==> src/sv/kcl_pkg.sv <==
// ----------------------------------------------------------------------------
// kcl_pkg
// Modes, events, key codes and reset unlock time for the keypad code lock controller.
// ----------------------------------------------------------------------------
package kcl_pkg;

  typedef enum logic [2:0] {
    M_WAIT       = 3'd0,
    M_USER       = 3'd1,
    M_ADMIN      = 3'd2,
    M_MENU       = 3'd3,
    M_CHOOSE     = 3'd4,
    M_EDIT_USER  = 3'd5,
    M_EDIT_ADMIN = 3'd6,
    M_TIME       = 3'd7
  } mode_t;

  typedef enum logic [3:0] {
    EV_IGNORED = 4'd0,
    EV_MASKED  = 4'd1,
    EV_ECHO    = 4'd2,
    EV_GRANTED = 4'd3,
    EV_DENIED  = 4'd4,
    EV_MENU    = 4'd5,
    EV_PROMPT  = 4'd6,
    EV_SAVED   = 4'd7,
    EV_TIME    = 4'd8,
    EV_WAIT    = 4'd9
  } event_t;

  localparam logic [7:0] KEY_STAR       = 8'h2A;
  localparam logic [7:0] KEY_HASH       = 8'h23;
  localparam logic [7:0] KEY_ZERO       = 8'h30;
  localparam logic [7:0] KEY_ONE        = 8'h31;
  localparam logic [7:0] KEY_NINE       = 8'h39;
  localparam logic [7:0] KEY_MENU_USER  = 8'h31;
  localparam logic [7:0] KEY_MENU_TIME  = 8'h32;
  localparam logic [7:0] KEY_MENU_ADMIN = 8'h33;

  localparam logic [3:0] SECONDS_RESET  = 4'd5;

endpackage

==> src/sv/keypad_code_lock_controller.sv <==
// ----------------------------------------------------------------------------
// keypad_code_lock_controller
// Key word registered in the input stage, result in the result register.
// One key word per cycle if unstalled; state settles in the processing cycle.
// Reset: waiting mode, default codes 1234 / 1111.. and 5 s unlock time.
// ----------------------------------------------------------------------------
module keypad_code_lock_controller import kcl_pkg::*; #(
  parameter int NUM_USERS   = 3,
  parameter int CODE_DIGITS = 4
) (
  input  logic       clk,
  input  logic       rst,
  input  logic       key_valid,
  output logic       key_stall,
  input  logic [7:0] key_char,
  output logic       res_valid,
  input  logic       res_stall,
  output logic [3:0] event_res,
  output logic [7:0] echo_char,
  output logic [2:0] mode_now,
  output logic [3:0] open_seconds
);

  localparam int CW = $clog2(CODE_DIGITS + 1);
  localparam int IW = (CODE_DIGITS > 1) ? $clog2(CODE_DIGITS) : 1;
  localparam int UW = (NUM_USERS > 1) ? $clog2(NUM_USERS) : 1;

  // input stage
  logic       kq_valid;
  logic [7:0] kq_char;
  logic       fire;

  assign fire      = kq_valid && (!res_valid || !res_stall);
  assign key_stall = kq_valid && !fire;

  always_ff @(posedge clk) begin
    if (rst) begin
      kq_valid <= 1'b0;
    end else if (key_valid && !key_stall) begin
      kq_valid <= 1'b1;
    end else if (fire) begin
      kq_valid <= 1'b0;
    end
  end

  always_ff @(posedge clk) begin
    if (key_valid && !key_stall) begin
      kq_char <= key_char;
    end
  end

  // lock state
  mode_t          mode, mode_next;
  logic [CW-1:0]  count, count_next;
  logic [3:0]     entered    [CODE_DIGITS];
  logic [3:0]     admin_code [CODE_DIGITS];
  logic [3:0]     user_codes [NUM_USERS][CODE_DIGITS];
  logic [UW-1:0]  target;
  logic [3:0]     seconds;

  logic           is_digit, is_hash, is_star, digit_ok, last_digit, id_ok, time_ok;
  logic [3:0]     dval;
  logic [IW-1:0]  idx;
  logic [3:0]     cmp_digits [CODE_DIGITS];
  logic           admin_ok, user_ok;

  assign is_digit   = (kq_char >= KEY_ZERO) && (kq_char <= KEY_NINE);
  assign is_hash    = kq_char == KEY_HASH;
  assign is_star    = kq_char == KEY_STAR;
  assign dval       = kq_char[3:0];
  assign idx        = count[IW-1:0];
  assign digit_ok   = is_digit && (count < CW'(CODE_DIGITS));
  assign last_digit = count == CW'(CODE_DIGITS - 1);
  assign id_ok      = (kq_char >= KEY_ONE) && (kq_char <= 8'(48 + NUM_USERS));
  assign time_ok    = (kq_char >= KEY_ONE) && (kq_char <= KEY_NINE);

  always_comb begin
    for (int j = 0; j < CODE_DIGITS; j++) begin
      cmp_digits[j] = (count == CW'(j)) ? dval : entered[j];
    end
  end

  always_comb begin
    admin_ok = 1'b1;
    for (int j = 0; j < CODE_DIGITS; j++) begin
      if (cmp_digits[j] != admin_code[j]) begin
        admin_ok = 1'b0;
      end
    end
  end

  always_comb begin
    logic hit;
    user_ok = 1'b0;
    for (int i = 0; i < NUM_USERS; i++) begin
      hit = 1'b1;
      for (int j = 0; j < CODE_DIGITS; j++) begin
        if (cmp_digits[j] != user_codes[i][j]) begin
          hit = 1'b0;
        end
      end
      user_ok = user_ok | hit;
    end
  end

  // next state
  always_comb begin
    mode_next  = mode;
    count_next = count;
    if (fire) begin
      if (is_hash && (mode == M_USER || mode == M_ADMIN)) begin
        mode_next  = M_WAIT;
        count_next = '0;
      end else begin
        unique case (mode)
          M_WAIT: begin
            if (is_star) begin
              mode_next  = M_USER;
              count_next = '0;
            end else if (is_hash) begin
              mode_next  = M_ADMIN;
              count_next = '0;
            end
          end
          M_USER, M_ADMIN: begin
            if (digit_ok) begin
              if (last_digit) begin
                mode_next  = (mode == M_ADMIN && admin_ok) ? M_MENU : M_WAIT;
                count_next = '0;
              end else begin
                count_next = count + CW'(1);
              end
            end
          end
          M_MENU: begin
            if (kq_char == KEY_MENU_USER) begin
              mode_next  = M_CHOOSE;
              count_next = '0;
            end else if (kq_char == KEY_MENU_TIME) begin
              mode_next  = M_TIME;
              count_next = '0;
            end else if (kq_char == KEY_MENU_ADMIN) begin
              mode_next  = M_EDIT_ADMIN;
              count_next = '0;
            end else if (is_star) begin
              mode_next  = M_WAIT;
              count_next = '0;
            end
          end
          M_CHOOSE: begin
            if (id_ok) begin
              mode_next  = M_EDIT_USER;
              count_next = '0;
            end
          end
          M_EDIT_USER, M_EDIT_ADMIN: begin
            if (digit_ok) begin
              if (last_digit) begin
                mode_next  = M_MENU;
                count_next = '0;
              end else begin
                count_next = count + CW'(1);
              end
            end
          end
          M_TIME: begin
            if (time_ok) begin
              mode_next  = M_MENU;
              count_next = '0;
            end
          end
        endcase
      end
    end
  end

  // outputs and data writes
  event_t     ev;
  logic [7:0] echo;
  logic       wr_entry, wr_admin, wr_user, wr_target, wr_secs;

  always_comb begin
    ev        = EV_IGNORED;
    echo      = 8'h00;
    wr_entry  = 1'b0;
    wr_admin  = 1'b0;
    wr_user   = 1'b0;
    wr_target = 1'b0;
    wr_secs   = 1'b0;
    if (is_hash && (mode == M_USER || mode == M_ADMIN)) begin
      ev = EV_WAIT;
    end else begin
      unique case (mode)
        M_WAIT: begin
          if (is_star || is_hash) begin
            ev = EV_PROMPT;
          end
        end
        M_USER, M_ADMIN: begin
          if (digit_ok) begin
            wr_entry = 1'b1;
            echo     = KEY_STAR;
            if (!last_digit) begin
              ev = EV_MASKED;
            end else if (mode == M_ADMIN) begin
              ev = admin_ok ? EV_MENU : EV_DENIED;
            end else begin
              ev = user_ok ? EV_GRANTED : EV_DENIED;
            end
          end
        end
        M_MENU: begin
          if (kq_char == KEY_MENU_USER || kq_char == KEY_MENU_TIME ||
              kq_char == KEY_MENU_ADMIN) begin
            ev = EV_PROMPT;
          end else if (is_star) begin
            ev = EV_WAIT;
          end
        end
        M_CHOOSE: begin
          if (id_ok) begin
            wr_target = 1'b1;
            ev        = EV_PROMPT;
            echo      = kq_char;
          end
        end
        M_EDIT_USER, M_EDIT_ADMIN: begin
          if (digit_ok) begin
            wr_admin = mode == M_EDIT_ADMIN;
            wr_user  = mode == M_EDIT_USER;
            echo     = kq_char;
            ev       = last_digit ? EV_SAVED : EV_ECHO;
          end
        end
        M_TIME: begin
          if (time_ok) begin
            wr_secs = 1'b1;
            ev      = EV_TIME;
            echo    = kq_char;
          end
        end
      endcase
    end
  end

  always_ff @(posedge clk) begin
    if (rst) begin
      mode    <= M_WAIT;
      count   <= '0;
      target  <= '0;
      seconds <= SECONDS_RESET;
      for (int j = 0; j < CODE_DIGITS; j++) begin
        admin_code[j] <= 4'((j + 1) % 10);
      end
      for (int i = 0; i < NUM_USERS; i++) begin
        for (int j = 0; j < CODE_DIGITS; j++) begin
          user_codes[i][j] <= 4'((i + 1) % 10);
        end
      end
    end else begin
      mode  <= mode_next;
      count <= count_next;
      if (fire && wr_target) begin
        target <= UW'(dval - 4'd1);
      end
      if (fire && wr_secs) begin
        seconds <= dval;
      end
      if (fire && wr_admin) begin
        admin_code[idx] <= dval;
      end
      if (fire && wr_user) begin
        user_codes[target][idx] <= dval;
      end
    end
  end

  always_ff @(posedge clk) begin
    if (fire && wr_entry) begin
      entered[idx] <= dval;
    end
  end

  // result register
  always_ff @(posedge clk) begin
    if (rst) begin
      res_valid <= 1'b0;
    end else if (fire) begin
      res_valid <= 1'b1;
    end else if (!res_stall) begin
      res_valid <= 1'b0;
    end
  end

  always_ff @(posedge clk) begin
    if (fire) begin
      event_res    <= ev;
      echo_char    <= echo;
      mode_now     <= mode_next;
      open_seconds <= wr_secs ? dval : seconds;
    end
  end

`ifndef SYNTH
  a_fire_gives_result: assert property (@(posedge clk) disable iff (rst)
    fire |=> res_valid)
    else $error("processed key word produced no result word");

  a_count_range: assert property (@(posedge clk) disable iff (rst)
    count <= CW'(CODE_DIGITS))
    else $error("digit count beyond code length");

  a_count_idle_modes: assert property (@(posedge clk) disable iff (rst)
    (mode == M_WAIT || mode == M_MENU || mode == M_CHOOSE || mode == M_TIME)
      |-> count == '0)
    else $error("digit count not cleared outside entry and edit");

  a_stall_needs_word: assert property (@(posedge clk) disable iff (rst)
    !kq_valid |-> !key_stall)
    else $error("input stalled with empty input stage");

  a_grant_returns_wait: assert property (@(posedge clk) disable iff (rst)
    (res_valid && event_res == EV_GRANTED) |-> mode_now == M_WAIT)
    else $error("granted result not in waiting mode");
`endif

endmodule

==> config.mk <==
export PLATFORM = sky130hd
export DESIGN_NAME = keypad_code_lock_controller
export DESIGN_NICKNAME = d
export VERILOG_FILES = /design/src/sv/kcl_pkg.sv /design/src/sv/keypad_code_lock_controller.sv
export SDC_FILE = /design/constraint.sdc
export NUM_CORES = 1
export LEC_CHECK = 0
export BUFFER_PORTS_ARGS = -buffer_cell sky130_fd_sc_hd__buf_2
export CORE_UTILIZATION = 35
export CTS_CLUSTER_SIZE = 24
export DETAILED_ROUTE_END_ITERATION = 10
export GPL_TIMING_DRIVEN = 1
export PLACE_DENSITY_LB_ADDON = 0.1
export SLEW_MARGIN = 20
export SYNTH_ARGS = -nofsm -noshare
export SYNTH_HDL_FRONTEND = slang
export SYNTH_SLANG_ARGS = --single-unit
==> constraint.sdc <==
create_clock -name clk -period 6.5 [get_ports clk]
set_clock_uncertainty 0.05 [all_clocks]
set_input_delay 0.975 -clock clk [delete_from_list [all_inputs] [get_ports clk]]
set_output_delay 0.975 -clock clk [all_outputs]
set_load 0.02 [all_outputs]
# [After elaboration in Yosys (flattened, before gate mapping)]
# Memories as Yosys holds them, arrays and structs flattened.
# Index checks and enable logic that the tools add are counted.
[word_totals] output_inout_bits=21 wordCells=200 in_bits=12 mem_bits_rw=80 mem_count=3 ff_bits=41
[op_classes] eq_ne=37 magnitude_cmp=7 n_mux=104 reduce_logical=33 bitwise_logic=3 addsub=2
[mem_list] name="user_codes" depth=3 width=16 read_ports=3 rd_clocked_by_memory_dff=0 wr=3 line="keypad_code_lock_controller.sv:57" text="logic [3:0] user_codes [NUM_USERS][CODE_DIGITS];"
[mem_list] name="admin_code" depth=4 width=4 read_ports=4 rd_clocked_by_memory_dff=0 wr=4 line="keypad_code_lock_controller.sv:56" text="logic [3:0] admin_code [CODE_DIGITS];"
[mem_list] name="entered" depth=4 width=4 read_ports=4 rd_clocked_by_memory_dff=0 wr=1 line="keypad_code_lock_controller.sv:55" text="logic [3:0] entered [CODE_DIGITS];"
[ops] operator="$mux W3" n=33
[ops] operator="$ne A4 B4 Y1" n=16
[ops] operator="$mux W16" n=3
[ops] operator="$mux W1" n=46
[ops] operator="$eq A8 B6 Y1 const B" n=5
[ops] operator="$mux W4" n=10
[ops] operator="$pmux W8 S4" n=1
[ops] operator="$mux W8" n=3
[ops] operator="$pmux W4 S6" n=1
[ops] operator="$pmux W3 S6" n=1
[ops] operator="$ge A8 B6 Y1 const B" n=2
[ops] operator="$le A8 B6 Y1 const B" n=2
[ops] operator="$reduce_or A16 Y1" n=1
[ops] operator="$logic_and A1 B1 Y1" n=15
[ops] operator="$pmux W3 S5" n=1
[ops] operator="$eq A3 B2 Y1 const B" n=4
[ops] operator="$eq A3 B3 Y1 const B" n=4
[ops] operator="$demux W4 S2" n=1
[ops] operator="$reduce_or A4 Y1" n=2
[ops] operator="$eq A3 B1 Y1 const B" n=2
[ops] operator="$logic_not A3 Y1" n=2
[ops] operator="$mux W2" n=3
[ops] operator="$mux W6" n=1
[ops] operator="$ne A3 B3 Y1 const B" n=2
[ops] operator="16 further kinds" n=25

# [Longest topological paths before layout]
[depth] depth_word=14 ltp_mapped=13 mapped_depth_nobuf=10

# [Least setup slack after synthesis]
# No wires, ideal clock.
[synth_path] kind="register to register" startpoint="register kq_char[1]" endpoint="memory admin_code[2][0], enable pin" path_buffers=3 path_stages_with_launch=14 period_less_slack_ps=3399 setup_time_ps=307 slack_ps=3101 t_arrival_ps=3041 t_required_ps=6143 cell_sequence="edfxtp_1 -> clkbuf_2 -> inv_1 -> clkbuf_1 -> ha_1 -> or3b_1 -> a21oi_2 -> o21ai_2 -> inv_1 -> nand2_1 -> or4_1 -> clkbuf_1 -> nor3_1 -> or2_1"
[synth_lines] element="start: declaration" line="keypad_code_lock_controller.sv:30" text="logic [7:0] kq_char;"
[synth_lines] element="start signal: assignment" line="keypad_code_lock_controller.sv:48" text="kq_char <= key_char;"
[synth_lines] element="end: declaration" line="keypad_code_lock_controller.sv:56"

==> results.txt <==
- Core footprint: 0.0182 mm^2
- Final global-route overflow total: 0
- Max-cap violations in this run came to 0.
- Fraction of synthesis flops using an asynchronous set or reset pin: 0%
* Top-level I/O count: 33
* Clock slew at reported path FFs: 0.05 ns
* Wire length of the first global-routing pass: 30200 um
* Post-DP HPWL: 14000 um
* # hold bufs at CTS: 0
- In this run the core area contains 49 standard-cell rows.
- Pwr dens: 268 mW/mm^2
- Leak pwr: 2.66 nW
- Summed instance area of the synthesized netlist: 0.00657 mm^2
- Summing the sequential cell areas from Yosys gives 53.1% of the chip area.
- Final-layout setup total negative slack: 0 ns
- For this block, the initial DRC count from the detailed router was 555.
- Final hold viol count: 0
* Final critical path time including I/O delays and setup: 4.08 ns
- Final cell count without fillers: 879
- Using the TritonRoute via totals, the vias-per-cell ratio works out to 5.72.
- Sort of element at the start of the critical path: flip-flop
- Count of endpoints failing setup in the final report: 0
* Total number of yosys warnings: 0
* Data required time at the worst endpoint: 6.52 ns
* Placed Cells incl. Taps: 847
- Number of buffers on the longest clock path: 2
- Upper clock frequency limit: 245 MHz
* Area growth, synth to finish: 14.2%
* Initial Utilization: 36.1%
- In this run the horizontal extent of the chip is 139 um.
- The later pin in the worst-skew pair is clocked with a latency of 0.42 ns.
* Data arrival time of the critical path: 4.10 ns
- Vias in the first global route: 4876
- The number of slew-limit violations in the final report is 0.
- Die ar.: 0.0193 mm^2
- The post-route netlist has 13.5% of its cells at a drive strength greater than 1.
- IR drop worst, VDD: 0.179 mV
* Worst slew margin relative to its limit: 41.3%
- Buffer count from post-CTS setup fixing: 0
* Class of the most critical setup path: flip-flop to flip-flop
* CP max FO: 22
- Routability-driven placement finished with a final weighted congestion of 0.948.
- From bottom edge to top edge, the die measures 139 um.
- Initial antenna violation count: 0
- Number of gates resized after cts: 0
* Final worst-path cycle share: 62.8%
* Failing checks: design-rule violations
- Worst-margin pin slew: 0.880 ns
- A synthesized cell averages 10.7 um^2.
- Counting flops and latches in the post-synthesis netlist gives 121.
- The run finished, with violations left.
* Number of antenna diodes: 0
- Unrepaired setup endpoints after global routing: false
- Clock root cell: sky130_fd_sc_hd__clkbuf_16
- The tightest min-delay check is of the flip-flop to flip-flop type.
- After detailed routing, the number of remaining DRC violations is 1.
- Total clock buffers created by CTS: 17
- Count of unique library cells instantiated by Yosys: 73
* Net count of the finished layout: 657
- H-tree depth: 4
* Largest cells by area after synthesis: sky130_fd_sc_hd__edfxtp_1 (49%), sky130_fd_sc_hd__dfxtp_1 (4.3%), sky130_fd_sc_hd__xnor2_1 (3.5%)
* Number of standard cells after synthesis: 614
- The first TritonRoute pass finished after 10 iterations.
* Cell taking the most area after synthesis: sky130_fd_sc_hd__edfxtp_1
- TritonCTS built the clock tree.
* Top FF cell, synth: sky130_fd_sc_hd__edfxtp_1
* # clock sinks: 121
* Global-route total usage across every layer: 21.0%
* Routed Wire Length: 19600 um
* Quantity of I/O buffers inserted on ports: 32
* Routed len/inst: 22.3 um
- Worst Setup End Kind: flip-flop
- Across all layers, the routed design uses 5024 vias.
* Largest net degree at the start of global routing: 34
* Count of nets left with antenna violations after detail routing: 0
- In this run, synthesis inferred 107 flip-flops with an integrated enable.
* Post-synth top area share: 48.9%
-- path summary, 6_finish.rpt --
kind                                               from                        endpoint  slack (ns)  depth (start not counted)
worst min-delay path            seconds[1]$_SDFFE_PP0P_         seconds[1]$_SDFFE_PP0P_        0.45                          2
worst max-delay path               kq_char[1]$_DFFE_PP_  user_codes[1][4]$_SDFFCE_PN0P_        2.42                         10
worst min register to register  seconds[1]$_SDFFE_PP0P_         seconds[1]$_SDFFE_PP0P_        0.45                          2
worst max register to register     kq_char[1]$_DFFE_PP_  user_codes[1][4]$_SDFFCE_PN0P_        2.42                         10
-- power breakdown --
group          leakage (nW)  switching [W]  internal, W  total (W)
Combinational          1.27      0.0000917    0.0000449   0.000137
Clock                 0.290       0.000347     0.000640   0.000987
Sequential             1.10      0.0000200     0.000868   0.000888
Total                  2.66       0.000458      0.00155    0.00201
-- registers in the layout, indices dropped and copies added, names as in the netlist --
register,cells
entered,16
target,2
kq_char,8
open_seconds,4
seconds,4
kq_valid,1
admin_code,16
echo_char,8
res_valid,1
count,3
mode,3
user_codes,48
mode_now,3
event_res,4
-- area by class of cell --
type / instances / area, um^2
timing repair buffer: 38 / 205
tap: 229 / 287
fill: 1731 / 10700
inverter: 27 / 101
sequential: 121 / 3490
clock inverter: 12 / 175
multi-input combinational: 432 / 2810
clock buffer: 20 / 437
-- through the flow --
| step | power (W) | utilization, % | hold WS [ns] | cell area, um^2 | setup WS (ns) |
|---|---|---|---|---|---|
| after detailed placement | 0.00104 | 37.9 | 0.445 | 6900 | 2.42 |
| after CTS | 0.00202 | 41.2 | 0.459 | 7510 | 2.40 |
| after global placement | 0.00104 | 37.9 | 0.423 | 6900 | 2.48 |
| after global routing | 0.00208 | 41.2 | 0.496 | 7510 | 2.14 |
| final | 0.00201 | 41.2 | 0.454 | 7510 | 2.42 |
| after floorplan | 0.000989 | - | 0.400 | 6580 | 3.10 |
-- metal layers --
layer / global-route usage [%] / vias up / wire length [um]
met4: 6.14 / 0 / 287
li1: - / 2314 / -
met1: 30.6 / 2463 / 9190
met3: 4.42 / 24 / 1360
met5: 0 / - / 0
met2: 31.3 / 223 / 8770
-- cells by family (layout without fill, tap and decap cells) --
group / Yosys count / in the layout / share of synthesized area [%]
buf+inv: 62 / 97 / 4.15
mux: 19 / 19 / 3.43
other cells: 1 / 2 / 0.0570
fa+ha+maj: 8 / 8 / 1.52
compound gates: 129 / 129 / 13.4
simple gates: 226 / 226 / 17.9
xor+xnor: 48 / 48 / 6.40
flops: 121 / 121 / 53.1
-- cells in the final DEF, fill, tap and decap left out, drive strengths merged, types with 12 or more instances in the layout --
| master | instances |
|---|---|
| edfxtp | 107 |
| nor2 | 54 |
| nand2 | 51 |
| buf | 38 |
| a21oi | 32 |
| inv | 28 |
| o21ai | 28 |
| xnor2 | 26 |
| xor2 | 22 |
| clkbuf | 20 |
| nor4 | 19 |
| mux2i | 19 |
| nor3 | 17 |
| and2 | 14 |
| dfxtp | 14 |
| nor2b | 12 |
-- cell usage after synthesis, types with 4 or more instances --
master                     number
sky130_fd_sc_hd__edfxtp_1     107
sky130_fd_sc_hd__nor2_1        54
sky130_fd_sc_hd__nand2_1       51
sky130_fd_sc_hd__a21oi_1       31
sky130_fd_sc_hd__inv_1         27
sky130_fd_sc_hd__o21ai_0       26
sky130_fd_sc_hd__xnor2_1       26
sky130_fd_sc_hd__xor2_1        22
sky130_fd_sc_hd__clkbuf_1      20
sky130_fd_sc_hd__nor4_1        18
sky130_fd_sc_hd__nor3_1        17
sky130_fd_sc_hd__and2_1        14
sky130_fd_sc_hd__dfxtp_1       14
sky130_fd_sc_hd__mux2i_1       12
sky130_fd_sc_hd__nor2b_1       12
sky130_fd_sc_hd__nand4_1       11
sky130_fd_sc_hd__ha_1           8
sky130_fd_sc_hd__nand2b_1       8
sky130_fd_sc_hd__or3_1          8
sky130_fd_sc_hd__buf_2          7
sky130_fd_sc_hd__o22ai_1        7
sky130_fd_sc_hd__mux2i_2        6
sky130_fd_sc_hd__o21bai_1       6
sky130_fd_sc_hd__a22oi_1        5
sky130_fd_sc_hd__and3_1         5
sky130_fd_sc_hd__nand3_1        5
sky130_fd_sc_hd__o211ai_1       5
sky130_fd_sc_hd__or2_2          5
sky130_fd_sc_hd__nand3b_1       4
sky130_fd_sc_hd__o221ai_1       4
-- worst max-delay path, cell delays in order (launching register included) --
cell                       delay, ns
sky130_fd_sc_hd__edfxtp_1       0.35
sky130_fd_sc_hd__buf_4          0.23
sky130_fd_sc_hd__inv_1          0.55
sky130_fd_sc_hd__ha_1           0.31
sky130_fd_sc_hd__or3b_1         0.38
sky130_fd_sc_hd__a21oi_2        0.19
sky130_fd_sc_hd__o21ai_2        0.13
sky130_fd_sc_hd__nor4_4         0.52
sky130_fd_sc_hd__o41a_2         0.41
sky130_fd_sc_hd__nand3b_1       0.22
sky130_fd_sc_hd__o21bai_1       0.39
Note: power is estimated with default switching activity, not from simulation.
